===== src/hw/rtl/jmsf_pkg.sv =====
// Shared types and constants for the JPEG metadata segment filter.
`timescale 1ns / 1ps

package jmsf_pkg;

    // Command queue between the parser and the output serializer
    localparam int QDEPTH = 4;
    localparam int QAW    = 2;

    // JPEG marker codes
    localparam logic [7:0] MK_FF    = 8'hFF;
    localparam logic [7:0] MK_SOI   = 8'hD8;
    localparam logic [7:0] MK_EOI   = 8'hD9;
    localparam logic [7:0] MK_STUFF = 8'h00;
    localparam logic [7:0] MK_RST0  = 8'hD0;
    localparam logic [7:0] MK_RST7  = 8'hD7;
    localparam logic [7:0] MK_APP0  = 8'hE0;
    localparam logic [7:0] MK_SOF0  = 8'hC0;
    localparam logic [7:0] MK_SOFF  = 8'hCF;
    localparam logic [7:0] MK_SOS   = 8'hDA;
    localparam logic [7:0] MK_DQT   = 8'hDB;
    localparam logic [7:0] MK_DRI   = 8'hDD;

    // End status codes
    localparam logic [2:0] ST_EOI       = 3'd0;
    localparam logic [2:0] ST_NOT_JPEG  = 3'd1;
    localparam logic [2:0] ST_MALFORMED = 3'd2;
    localparam logic [2:0] ST_TRUNCATED = 3'd3;
    localparam logic [2:0] ST_NO_EOI    = 3'd4;

    // One parsed input byte: up to four output bytes plus end marks
    typedef struct packed {
        logic [3:0][7:0] data;
        logic [2:0]      nbytes;
        logic            seg;
        logic            fin;
        logic [2:0]      status;
    } t_cmd;

    function automatic logic keep_marker(input logic [7:0] m, input logic [15:0] mask);
        logic r;
        r = 1'b0;
        if (m >= MK_SOF0 && m <= MK_SOFF) r = 1'b1;
        if (m == MK_SOS || m == MK_DQT || m == MK_DRI) r = 1'b1;
        if (m[7:4] == MK_APP0[7:4]) r = mask[m[3:0]];
        return r;
    endfunction

endpackage


===== src/hw/rtl/jmsf_front.sv =====
// Parser: classifies each input byte and emits at most one command per byte.
`timescale 1ns / 1ps

module jmsf_front import jmsf_pkg::*; (
    input  logic        i_clk,
    input  logic        i_rst_n,
    input  logic        i_valid,
    output logic        o_ready,
    input  logic [7:0]  i_byte,
    input  logic        i_last,
    input  logic [15:0] i_keep_app_mask,
    input  logic        i_q_full,
    output logic        o_push,
    output t_cmd        o_cmd
);

    typedef enum logic [8:0] {
        PH_SOI0    = 9'b000000001,
        PH_SOI1    = 9'b000000010,
        PH_MFF     = 9'b000000100,
        PH_MCODE   = 9'b000001000,
        PH_LENHI   = 9'b000010000,
        PH_LENLO   = 9'b000100000,
        PH_BODY    = 9'b001000000,
        PH_ENTROPY = 9'b010000000,
        PH_SKIP    = 9'b100000000
    } t_phase;

    t_phase      r_phase, n_phase;
    logic [7:0]  r_marker, n_marker;
    logic [7:0]  r_hi, n_hi;
    logic [15:0] r_rem, n_rem;
    logic        r_keep, n_keep;
    logic        r_ffp, n_ffp;

    t_cmd        v_cmd;
    logic        v_ended;
    logic        v_accept;
    t_phase      v_after;

    assign o_ready  = !i_q_full;
    assign v_accept = i_valid && o_ready;
    assign v_after  = (r_marker == MK_SOS) ? PH_ENTROPY : PH_MFF;

    always_comb begin
        n_phase  = r_phase;
        n_marker = r_marker;
        n_hi     = r_hi;
        n_rem    = r_rem;
        n_keep   = r_keep;
        n_ffp    = r_ffp;
        v_cmd    = '0;
        v_ended  = 1'b0;

        unique case (r_phase)
            PH_SOI0: begin
                if (i_byte == MK_FF) n_phase = PH_SOI1;
                else begin
                    v_ended = 1'b1;
                    v_cmd.status = ST_NOT_JPEG;
                end
            end
            PH_SOI1: begin
                if (i_byte == MK_SOI) begin
                    v_cmd.data[0] = MK_FF;
                    v_cmd.data[1] = MK_SOI;
                    v_cmd.nbytes  = 3'd2;
                    n_phase = PH_MFF;
                end else begin
                    v_ended = 1'b1;
                    v_cmd.status = ST_NOT_JPEG;
                end
            end
            PH_MFF: begin
                if (i_byte == MK_FF) n_phase = PH_MCODE;
                else begin
                    v_ended = 1'b1;
                    v_cmd.status = ST_MALFORMED;
                end
            end
            PH_MCODE: begin
                if (i_byte == MK_EOI) begin
                    v_cmd.data[0] = MK_FF;
                    v_cmd.data[1] = MK_EOI;
                    v_cmd.nbytes  = 3'd2;
                    v_ended = 1'b1;
                    v_cmd.status = ST_EOI;
                end else if (i_byte == MK_SOI) begin
                    v_ended = 1'b1;
                    v_cmd.status = ST_MALFORMED;
                end else if (i_byte == MK_STUFF ||
                             (i_byte >= MK_RST0 && i_byte <= MK_RST7)) begin
                    v_cmd.data[0] = MK_FF;
                    v_cmd.data[1] = i_byte;
                    v_cmd.nbytes  = 3'd2;
                    n_phase = PH_MFF;
                end else begin
                    n_marker = i_byte;
                    n_phase  = PH_LENHI;
                end
            end
            PH_LENHI: begin
                n_hi    = i_byte;
                n_phase = PH_LENLO;
            end
            PH_LENLO: begin
                if (r_hi == 8'd0 && i_byte < 8'd2) begin
                    v_ended = 1'b1;
                    v_cmd.status = ST_MALFORMED;
                end else begin
                    n_keep = keep_marker(r_marker, i_keep_app_mask);
                    if (n_keep) begin
                        v_cmd.data[0] = MK_FF;
                        v_cmd.data[1] = r_marker;
                        v_cmd.data[2] = r_hi;
                        v_cmd.data[3] = i_byte;
                        v_cmd.nbytes  = 3'd4;
                        v_cmd.seg     = 1'b1;
                    end
                    n_rem   = {r_hi, i_byte} - 16'd2;
                    n_phase = (n_rem != 16'd0) ? PH_BODY : v_after;
                end
            end
            PH_BODY: begin
                if (r_keep) begin
                    v_cmd.data[0] = i_byte;
                    v_cmd.nbytes  = 3'd1;
                end
                n_rem = r_rem - 16'd1;
                if (n_rem == 16'd0) n_phase = v_after;
            end
            PH_ENTROPY: begin
                if (r_ffp && i_byte == MK_EOI) begin
                    v_cmd.data[0] = MK_FF;
                    v_cmd.data[1] = MK_EOI;
                    v_cmd.nbytes  = 3'd2;
                    v_ended = 1'b1;
                    v_cmd.status = ST_EOI;
                end else begin
                    // a held FF that was not an EOI goes out as data
                    if (r_ffp) begin
                        v_cmd.data[0] = MK_FF;
                        v_cmd.nbytes  = 3'd1;
                    end
                    if (i_byte == MK_FF) n_ffp = 1'b1;
                    else begin
                        v_cmd.data[v_cmd.nbytes[1:0]] = i_byte;
                        v_cmd.nbytes = v_cmd.nbytes + 3'd1;
                        n_ffp = 1'b0;
                    end
                end
            end
            default: begin
                // skip to end of file
            end
        endcase

        if (v_ended) begin
            v_cmd.fin = 1'b1;
            n_ffp     = 1'b0;
            n_phase   = i_last ? PH_SOI0 : PH_SKIP;
        end else if (i_last) begin
            if (n_phase != PH_SKIP) begin
                v_cmd.fin = 1'b1;
                if (n_phase == PH_SOI1) v_cmd.status = ST_NOT_JPEG;
                else if (n_phase == PH_LENHI || n_phase == PH_LENLO || n_phase == PH_BODY)
                    v_cmd.status = ST_TRUNCATED;
                else begin
                    if (n_phase == PH_ENTROPY && n_ffp) begin
                        v_cmd.data[v_cmd.nbytes[1:0]] = MK_FF;
                        v_cmd.nbytes = v_cmd.nbytes + 3'd1;
                    end
                    v_cmd.status = ST_NO_EOI;
                end
            end
            n_ffp   = 1'b0;
            n_phase = PH_SOI0;
        end
    end

    assign o_cmd  = v_cmd;
    assign o_push = v_accept && (v_cmd.nbytes != 3'd0 || v_cmd.fin);

    always_ff @(posedge i_clk) begin
        if (!i_rst_n) begin
            r_phase  <= PH_SOI0;
            r_marker <= '0;
            r_hi     <= '0;
            r_rem    <= '0;
            r_keep   <= 1'b0;
            r_ffp    <= 1'b0;
        end else if (v_accept) begin
            r_phase  <= n_phase;
            r_marker <= n_marker;
            r_hi     <= n_hi;
            r_rem    <= n_rem;
            r_keep   <= n_keep;
            r_ffp    <= n_ffp;
        end
    end

endmodule


===== src/hw/rtl/jmsf_queue.sv =====
// Short command queue between parser and serializer.
`timescale 1ns / 1ps

module jmsf_queue import jmsf_pkg::*; (
    input  logic i_clk,
    input  logic i_rst_n,
    input  logic i_push,
    input  t_cmd i_cmd,
    input  logic i_pop,
    output logic o_full,
    output logic o_valid,
    output t_cmd o_cmd
);

    t_cmd           r_mem [QDEPTH];
    logic [QAW-1:0] r_wp, r_rp;
    logic [QAW:0]   r_count, n_count;

    assign o_full  = (r_count == QAW'(0) + (QAW+1)'(QDEPTH));
    assign o_valid = (r_count != '0);
    assign o_cmd   = r_mem[r_rp];

    always_comb begin
        n_count = r_count;
        if (i_push && !i_pop) n_count = r_count + 1'b1;
        else if (!i_push && i_pop) n_count = r_count - 1'b1;
    end

    always_ff @(posedge i_clk) begin
        if (i_push) r_mem[r_wp] <= i_cmd;
    end

    always_ff @(posedge i_clk) begin
        if (!i_rst_n) begin
            r_wp    <= '0;
            r_rp    <= '0;
            r_count <= '0;
        end else begin
            if (i_push) r_wp <= r_wp + 1'b1;
            if (i_pop) r_rp <= r_rp + 1'b1;
            r_count <= n_count;
        end
    end

    a_no_overflow: assert property (@(posedge i_clk) disable iff (!i_rst_n)
        i_push |-> !o_full)
        else $error("queue push while full");

    a_no_underflow: assert property (@(posedge i_clk) disable iff (!i_rst_n)
        i_pop |-> o_valid)
        else $error("queue pop while empty");

    a_pop_only: assert property (@(posedge i_clk) disable iff (!i_rst_n)
        (i_pop && !i_push) |=> (r_count == $past(r_count) - 1'b1))
        else $error("queue count did not drop on pop");

endmodule


===== src/hw/rtl/jmsf_back.sv =====
// Serializer: plays each queued command out as one result per cycle while i_tready is high.
`timescale 1ns / 1ps

module jmsf_back import jmsf_pkg::*; (
    input  logic        i_clk,
    input  logic        i_rst_n,
    input  logic        i_valid,
    input  t_cmd        i_cmd,
    output logic        o_pop,
    output logic        o_tvalid,
    input  logic        i_tready,
    output logic [15:0] o_tdata,
    output logic [1:0]  o_tuser,
    output logic        o_tlast
);

    logic [1:0] r_idx;
    logic [2:0] v_cnt;
    logic       v_lastitem;
    logic       v_has_data;
    logic       v_take;

    assign v_has_data = (i_cmd.nbytes != 3'd0);
    // status-only command still yields one result
    assign v_cnt      = v_has_data ? i_cmd.nbytes : 3'd1;
    assign v_lastitem = ({1'b0, r_idx} == v_cnt - 3'd1);
    assign v_take     = i_valid && i_tready;

    assign o_tvalid = i_valid;
    assign o_tlast  = i_cmd.fin && v_lastitem;
    assign o_tdata  = {5'd0, (o_tlast ? i_cmd.status : 3'd0),
                       (v_has_data ? i_cmd.data[r_idx] : 8'd0)};
    assign o_tuser  = {i_cmd.seg && (r_idx == 2'd0), v_has_data};
    assign o_pop    = v_take && v_lastitem;

    always_ff @(posedge i_clk) begin
        if (!i_rst_n) begin
            r_idx <= '0;
        end else if (v_take) begin
            r_idx <= v_lastitem ? 2'd0 : r_idx + 2'd1;
        end
    end

    a_idx_in_range: assert property (@(posedge i_clk) disable iff (!i_rst_n)
        i_valid |-> ({1'b0, r_idx} < v_cnt))
        else $error("item index past command length");

    a_idx_resets: assert property (@(posedge i_clk) disable iff (!i_rst_n)
        o_pop |=> (r_idx == 2'd0))
        else $error("item index not cleared after pop");

endmodule


===== src/hw/rtl/jpeg_metadata_segment_filter_unit.sv =====
// Top level of the JPEG metadata segment filter.
// Path: each input byte's command is registered in the command queue before its results appear on m_axis.
// Throughput: one input byte per cycle while the 4-entry command queue has room;
//   the output side gives one result per cycle while m_axis_tready is high, so a
//   byte's command holds the serializer until all of its results are taken (segment headers give 4, most bytes 0 or 1).
// Reset (i_rst_n low, synchronous): parser back to first SOI byte, queue emptied,
//   keep_app_mask = 0x0001 (keep APP0 only).
`timescale 1ns / 1ps

module jpeg_metadata_segment_filter_unit import jmsf_pkg::*; (
    input  logic        i_clk,
    input  logic        i_rst_n,
    // config: keep_app_mask
    input  logic        i_cfg_wen,
    input  logic [15:0] i_cfg_wdata,
    // input stream
    input  logic        s_axis_tvalid,
    output logic        s_axis_tready,
    input  logic [7:0]  s_axis_tdata,   // [7:0] in_byte
    input  logic        s_axis_tlast,   // in_last
    // output stream
    output logic        m_axis_tvalid,
    input  logic        m_axis_tready,
    output logic [15:0] m_axis_tdata,   // [7:0] out_byte, [10:8] end_status, rest zero
    output logic [1:0]  m_axis_tuser,   // [0] out_valid, [1] segment_start
    output logic        m_axis_tlast    // out_end
);

    // APPn keep mask; the user must write it only while the block is idle, which the block does not enforce
    logic [15:0] r_keep_app_mask;

    // Front/back link through the command queue
    logic q_push, q_pop, q_full, q_valid;
    t_cmd push_cmd, head_cmd;

    always_ff @(posedge i_clk) begin
        if (!i_rst_n) begin
            r_keep_app_mask <= 16'h0001;
        end else if (i_cfg_wen) begin
            r_keep_app_mask <= i_cfg_wdata;
        end
    end

    // Front: marker parser, one request per cycle while the queue has room, at most one command per request
    jmsf_front u_front (
        .i_clk           (i_clk),
        .i_rst_n         (i_rst_n),
        .i_valid         (s_axis_tvalid),
        .o_ready         (s_axis_tready),
        .i_byte          (s_axis_tdata),
        .i_last          (s_axis_tlast),
        .i_keep_app_mask (r_keep_app_mask),
        .i_q_full        (q_full),
        .o_push          (q_push),
        .o_cmd           (push_cmd)
    );

    // Queue decouples parser stalls from downstream backpressure
    jmsf_queue u_queue (
        .i_clk   (i_clk),
        .i_rst_n (i_rst_n),
        .i_push  (q_push),
        .i_cmd   (push_cmd),
        .i_pop   (q_pop),
        .o_full  (q_full),
        .o_valid (q_valid),
        .o_cmd   (head_cmd)
    );

    // Back: expands a command into 1..4 result items
    jmsf_back u_back (
        .i_clk    (i_clk),
        .i_rst_n  (i_rst_n),
        .i_valid  (q_valid),
        .i_cmd    (head_cmd),
        .o_pop    (q_pop),
        .o_tvalid (m_axis_tvalid),
        .i_tready (m_axis_tready),
        .o_tdata  (m_axis_tdata),
        .o_tuser  (m_axis_tuser),
        .o_tlast  (m_axis_tlast)
    );

endmodule

===== config.mk =====
export PLATFORM = sky130hd
export DESIGN_NAME = jpeg_metadata_segment_filter_unit
export DESIGN_NICKNAME = d
export VERILOG_FILES = /design/src/hw/rtl/jmsf_pkg.sv /design/src/hw/rtl/jmsf_front.sv /design/src/hw/rtl/jmsf_queue.sv /design/src/hw/rtl/jmsf_back.sv /design/src/hw/rtl/jpeg_metadata_segment_filter_unit.sv
export SDC_FILE = /design/constraint.sdc
export NUM_CORES = 1
export LEC_CHECK = 0
export CORE_MARGIN = 3
export CORE_UTILIZATION = 50
export DETAILED_ROUTE_END_ITERATION = 8
export DONT_BUFFER_PORTS = 1
export GPL_TIMING_DRIVEN = 0
export SYNTH_ARGS = -nofsm -noshare
export SYNTH_HDL_FRONTEND = slang
export SYNTH_SLANG_ARGS = --single-unit
export TNS_END_PERCENT = 1

===== constraint.sdc =====
create_clock -name i_clk -period 11.2 [get_ports i_clk]
set_input_delay 0.56 -clock i_clk [delete_from_list [all_inputs] [get_ports i_clk]]
set_output_delay 0.56 -clock i_clk [all_outputs]
set_load 0.02 [all_outputs]

# Word-level counts from Yosys, hierarchy flattened
# Memory sizes are Yosys's and may differ from the RTL's. A register that Yosys moved wholly into a read port is not among the register bits.
# Cells that the tools add are included.
# Widths: inputs -> output; s select.
totals:
  latchBits: 0
  inputBits: 30
  n_memories: 1
  register_bits: 68
  romBits: 0
  ram_bits: 160
memory_table:
  columns: ["name", "words", "width", "rd", "rd_ports_with_merged_regs", "wr", "line_no", "rtl"]
  rows:
  - ["u_queue.r_mem", 4, 40, 1, 1, 1, "jmsf_queue.sv:15", "t_cmd r_mem [QDEPTH];"]
op_classes:
  muxes: 88
  order_cmp: 11
  n_eq_ne: 24
  bitwise_logic: 5
  n_reduce_logical: 39
  n_mul: 0
  div: 0
  add_sub_neg: 10
  shift: 0
ops:
  columns: ["operator", "count"]
  rows:
  - ["$mux 35", 7]
  - ["$mux 9", 11]
  - ["$mux 19", 5]
  - ["$mux 36", 2]
  - ["$pmux 16 s2", 2]
  - ["$pmux 9 s7", 1]
  - ["$pmux 11 s5", 1]
  - ["$eq 8x8->1 const B", 6]
  - ["$mux 11", 4]
  - ["$mux 8", 5]
  - ["$bwmux 32", 1]
  - ["$demux 8 s2", 2]
  - ["$mux 16", 2]
  - ["$or 32x32->32", 1]
  - ["$pmux 8 s4", 1]
  - ["$mux 3", 8]
  - ["$mux 1", 23]
  - ["$eq 9x2->1 const B", 2]
  - ["$eq 9x5->1 const B", 2]
  - ["$eq 9x6->1 const B", 2]
  - ["$eq 9x7->1 const B", 2]
  - ["$eq 9x8->1 const B", 2]
  - ["$bmux 8 s2", 1]
  - ["$ge 8x8->1 const B", 2]
  - ["38 further kinds", 82]

# Longest topological paths before layout
logic_depth:
  word_depth: 30
  depth_mapped: 21
  mapped_depth_nobuf: 17

# Hierarchy
# From an unflattened synthesis, not the netlist that was laid out.
hier_totals:
  hier_cells: 929
  hier_area_um2: 11446.0
modules_own_cells:
  columns: ["module", "instances", "area_per_inst_um2", "cells_each", "seq_area_each_um2"]
  rows:
  - ["jmsf_queue", 1, 6263.5, 252, 4984.8]
  - ["jmsf_front", 1, 4005.1, 563, 860.8]
  - ["jpeg_metadata_segment_filter_unit", 1, 613.1, 51, 320.3]
  - ["jmsf_back", 1, 564.3, 63, 40.0]

# Worst setup path after synthesis
# Ideal clock, no wire load.
synth_path:
  kind: "in2reg"
  start: "in s_axis_tdata[1]"
  end: "mem u_queue.r_mem[0][0] (netlist bit), enable pin"
  path_buffers: 4
  stages: 16
  slack_ns: 6.367
  arrival_ns: 4.432
  path_cell_list: "clkbuf_1 -> inv_1 -> ha_1 -> or4b_1 -> clkbuf_1 -> o31ai_1 -> nand3_1 -> a2111oi_0 -> a21oi_1 -> a21boi_1 -> and4_1 -> buf_6 -> mux2i_1 -> o21a_1 -> buf_4 -> and2_1"
synth_via:
  elab_chain_cells: 20
  word_cells_on_any_way: 64
synth_rtl:
  columns: ["item", "line_no", "rtl"]
  rows:
  - ["start: declaration", "jpeg_metadata_segment_filter_unit.sv:19", "input logic [7:0] s_axis_tdata,"]
  - ["branches (longest 16 deep; another with $sub 16x2->16)", null, null]
  - ["$logic_or 1x1->1 *", "jmsf_front.sv:182", "assign o_push = v_accept && (v_cmd.nbytes != 3'd0 || v_cmd.fin);"]
  - ["$logic_and 1x1->1 *", "jmsf_front.sv:182", null]
  - ["named net q_push", "jpeg_metadata_segment_filter_unit.sv:33", "logic q_push, q_pop, q_full, q_valid;"]
  - ["$mux 1 *", "jmsf_queue.sv:30", "if (i_push) r_mem[r_wp] <= i_cmd;"]
  - ["$mux 1 (not written as such) *", "jmsf_queue.sv:30", null]
  - ["end: declaration", "jmsf_queue.sv:15", null]
# Mark *: on every way through the listed nets, which the timed path passes.

# Worst setup path in the final report
layout_path:
  start: "in s_axis_tdata[1]"
  end: "reg u_queue.r_count[2]"
layout_via:
  elab_chain_cells: 21
  word_cells_on_any_way: 67
layout_rtl:
  columns: ["item", "line_no", "rtl"]
  rows:
  - ["branches (longest 16 deep; another with $sub 16x2->16)", null, null]
  - ["$logic_or 1x1->1 *", "jmsf_front.sv:182", null]
  - ["$logic_and 1x1->1 *", "jmsf_front.sv:182", null]
  - ["named net q_push", "jpeg_metadata_segment_filter_unit.sv:33", null]
  - ["$logic_not 1->1", "jmsf_queue.sv:26", "else if (!i_push && i_pop) n_count = r_count - 1'b1;"]
  - ["$logic_and 1x1->1", "jmsf_queue.sv:26", null]
  - ["$reduce_bool 2->1 (no line)", null, null]
  - ["end signal: assignment", "jmsf_queue.sv:41", "r_count <= n_count;"]
  - ["end: declaration", "jmsf_queue.sv:17", "logic [QAW:0] r_count, n_count;"]
# Marked as above.
# A chain may end at the register's enable or synchronous reset.

==> flow_summary.ini <==
[logic_synthesis]
yosys.area.top_type_share = 0.4194
synthMuxAreaShare = 0.1366
synth_top_flop_cell = edfxtp_1
synth_top_family_by_area = simple AND/OR/NAND/NOR gates
synth_compound_area_frac = 0.09088
yosysTopAreaCell = edfxtp_1
yosys.area_share.simple = 0.1566
synth-edff-count = 160
seq_area_frac_synth = 0.5418
yosys_warnings = 0
synth.most_common_cell = edfxtp_1
synth_area_mm2 = 0.01145
ys_ff_latch = 230
syn_inst = 942
synth_xor_area_frac = 0.02217
synth.distinct_cells = 77
syn_area_per_cell_um2 = 12.16
synth_fa_ha_area_frac = 0.01813
ys_async_sr_fraction = 0
synthTopCellsByArea = edfxtp_1 (42%), dfxtp_1 (12%), mux4_2 (10%)
yosys-top-cells-count = edfxtp_1 (160), nand2_1 (78), dfxtp_1 (70)

[global_routing]
grt_pass1_wl_um = 44220
antenna_found_initial = 0
grt_pass1_vias = 7549
overflow = 0
grt_util_all_layers = 0.2314
grt_max_degree = 32

[critical_path]
crit_path_start_kind = input port
ff2ff_path_depth = 18
required_ps = 11660
end_kind = flip-flop
critical_path.startpoint = s_axis_tdata[1]
rrSetupSlack_ps = 6170
r2r-start = u_front.r_phase[5]
reg2reg_to = u_queue.r_count[2]
critical_path_class = in -> reg
arrival_ps = 5810
worst-path-max-fanout = 10
crit_end = u_queue.r_count[2]

[cts]
clock-root-buffer = clkbuf_16
path_clk_slew_ps = 60
htreeDepth = 1
postCtsSetupBuffers = 0
clkLatencyLatePin_ps = 540
clock_path_buffers = 3
cts_sinks = 230
cts_tree = yes
numCtsBuffers = 25
post_cts_resized = 0
ctsHoldBuffers = 0

[hold_path]
min_path_type = in -> reg

[floorplanning]
die_h_um = 157.4
initial_core_util = 0.5169
die_area_mm2 = 0.02476
ios = 51
coreArea_mm2 = 0.02216
rows = 54
die_x_um = 157.4

[detailed_routing]
top_layer = met4
drtPass1Iterations = 5
vias_per_cell = 6.002
post_drt_wl_per_cell_um = 22.05
drc = 0
vias = 7659
postRouteAntennaNets = 0
routed_wl_um = 28140
wl_met3_um = 1604
route.met2.wl_um = 13210
first_iter_violations = 691
drt-met1-wl_um = 12770

[pwr]
p_total_mw = 2.268
p_leak_nw = 4.433
peakVddDrop_v = 0.0001108
power.density_mw_per_mm2 = 178.5

[placed_design]
dpl.hpwl_um = 19780
io_buffers = 0
place.gp.congestion = 0.9444
pre_cts_ws_ps = 5418

[layout]
final_core_util = 0.5732
areaGrowthSynthToFinish_pct = 10.89
fill_cells = 1890
multi_input_area_mm2 = 0.004886
diodes = 0
final_nets = 1023
regArea_mm2 = 0.006206
drive_gt1_frac = 0.1285

[run_status]
status = finished clean

[sta]
slew_violations = 0
slew_headroom = 0.2078
fin_worst_skew_ps = 21.79
min_period_ps = 5343
finalHoldViolations = 0
finalSetupTns_ps = 0
fmax_ghz = 0.1872
finalSetupViolations = 0
rsz0062_at_grt = false
period_share = 0.4770
whs_ps = 154.9
worst_pin_slew_ps = 1179
setup_ws_ps = 5857

[job]
maxCapViolCount = 0
-- critical path, cell delays in order --
cell	delay (ps)
clkbuf_1	300
inv_1	180
ha_1	280
or4b_1	450
clkbuf_1	200
o31ai_1	340
nand3_1	120
a2111oi_0	720
a21oi_1	240
a21boi_1	220
and4_1	260
buf_6	150
mux2i_1	230
o21a_1	150
buf_4	150
ha_1	190
inv_1	60
fa_1	370
xor2_1	180
or3_1	310
a21boi_0	170
-- state kept, by name, summed over array words and instances (netlist names), named ones only --
register          cells
u_queue.r_wp          2
u_front.r_ffp         1
u_queue.r_mem       160
u_front.r_rem        16
u_front.r_phase       9
u_front.r_hi          8
u_front.r_keep        1
u_queue.r_rp          2
u_back.r_idx          2
r_keep_app_mask      16
u_queue.r_count       3
u_front.r_marker      8
-- how the worst min path moves through the flow --
stage	start	to	slack, ps	depth (start not counted)
2_1_floorplan	r_keep_app_mask[0]	r_keep_app_mask[0]	440	2
3_3_place_gp	r_keep_app_mask[0]	r_keep_app_mask[0]	450	2
3_5_place_dp	r_keep_app_mask[0]	r_keep_app_mask[0]	460	2
4_1_cts	i_cfg_wdata[0]	r_keep_app_mask[0]	140	2
5_1_grt	i_cfg_wdata[0]	r_keep_app_mask[0]	150	2
6_report	i_cfg_wdata[0]	r_keep_app_mask[0]	150	2
-- metrics by stage --
| stage | cell area [um2] | instances |
|---|---|---|
| 4_1_cts | 12700 | 1276 |
| 6_report | 12700 | 1276 |
| 2_1_floorplan | 11470 | 946 |
| 5_1_grt | 12700 | 1276 |
| 3_5_place_dp | 11920 | 1230 |
| 3_3_place_gp | 11820 | 1226 |
-- cells in the final DEF, fill, tap and decap left out, drive strengths merged, types with 11 or more instances in the layout --
cell type	synthesis	layout
a21o	20	20
a21oi	24	24
and2	24	24
buf	15	19
clkbuf	54	92
dfxtp	70	70
edfxtp	160	160
ha	15	15
inv	21	23
mux2i	36	36
mux4	53	53
nand2	79	79
nand2b	11	11
nand4	12	12
nor2	58	58
nor2b	54	54
nor3	25	25
nor4	12	12
o21ai	36	36
or3	11	11
xnor2	17	17
xor2	12	12
-- layer usage --
metal / up-vias / global-route usage
met3: 41 / 0.03437
met1: 3789 / 0.3371
li1: 3601 / -
met2: 228 / 0.3706
met4: 0 / 0.05413
met5: - / 0
-- area by class of cell --
class,instances,area share
flip-flops and latches,230,0.4886
multi-input cells,626,0.3847
clock buffers,38,0.05644
well taps,280,0.02758
plain buffers,69,0.02394
repair buffers,4,0.007486
inverters,21,0.006206
clock inverters,8,0.005122
-- cell families after synthesis --
group           after synthesis
simple gates                333
flops                       230
compound gates              153
mux                          90
buf+inv                      90
xor+xnor                     29
fa+ha+maj                    16
other cells                   1
-- power by group --
part           switching, mW  internal, mW  total (mW)
Sequential            0.0253         0.999        1.02
Combinational          0.266         0.194       0.460
Clock                  0.336         0.447       0.783
Power figures use the tool's default switching activity.
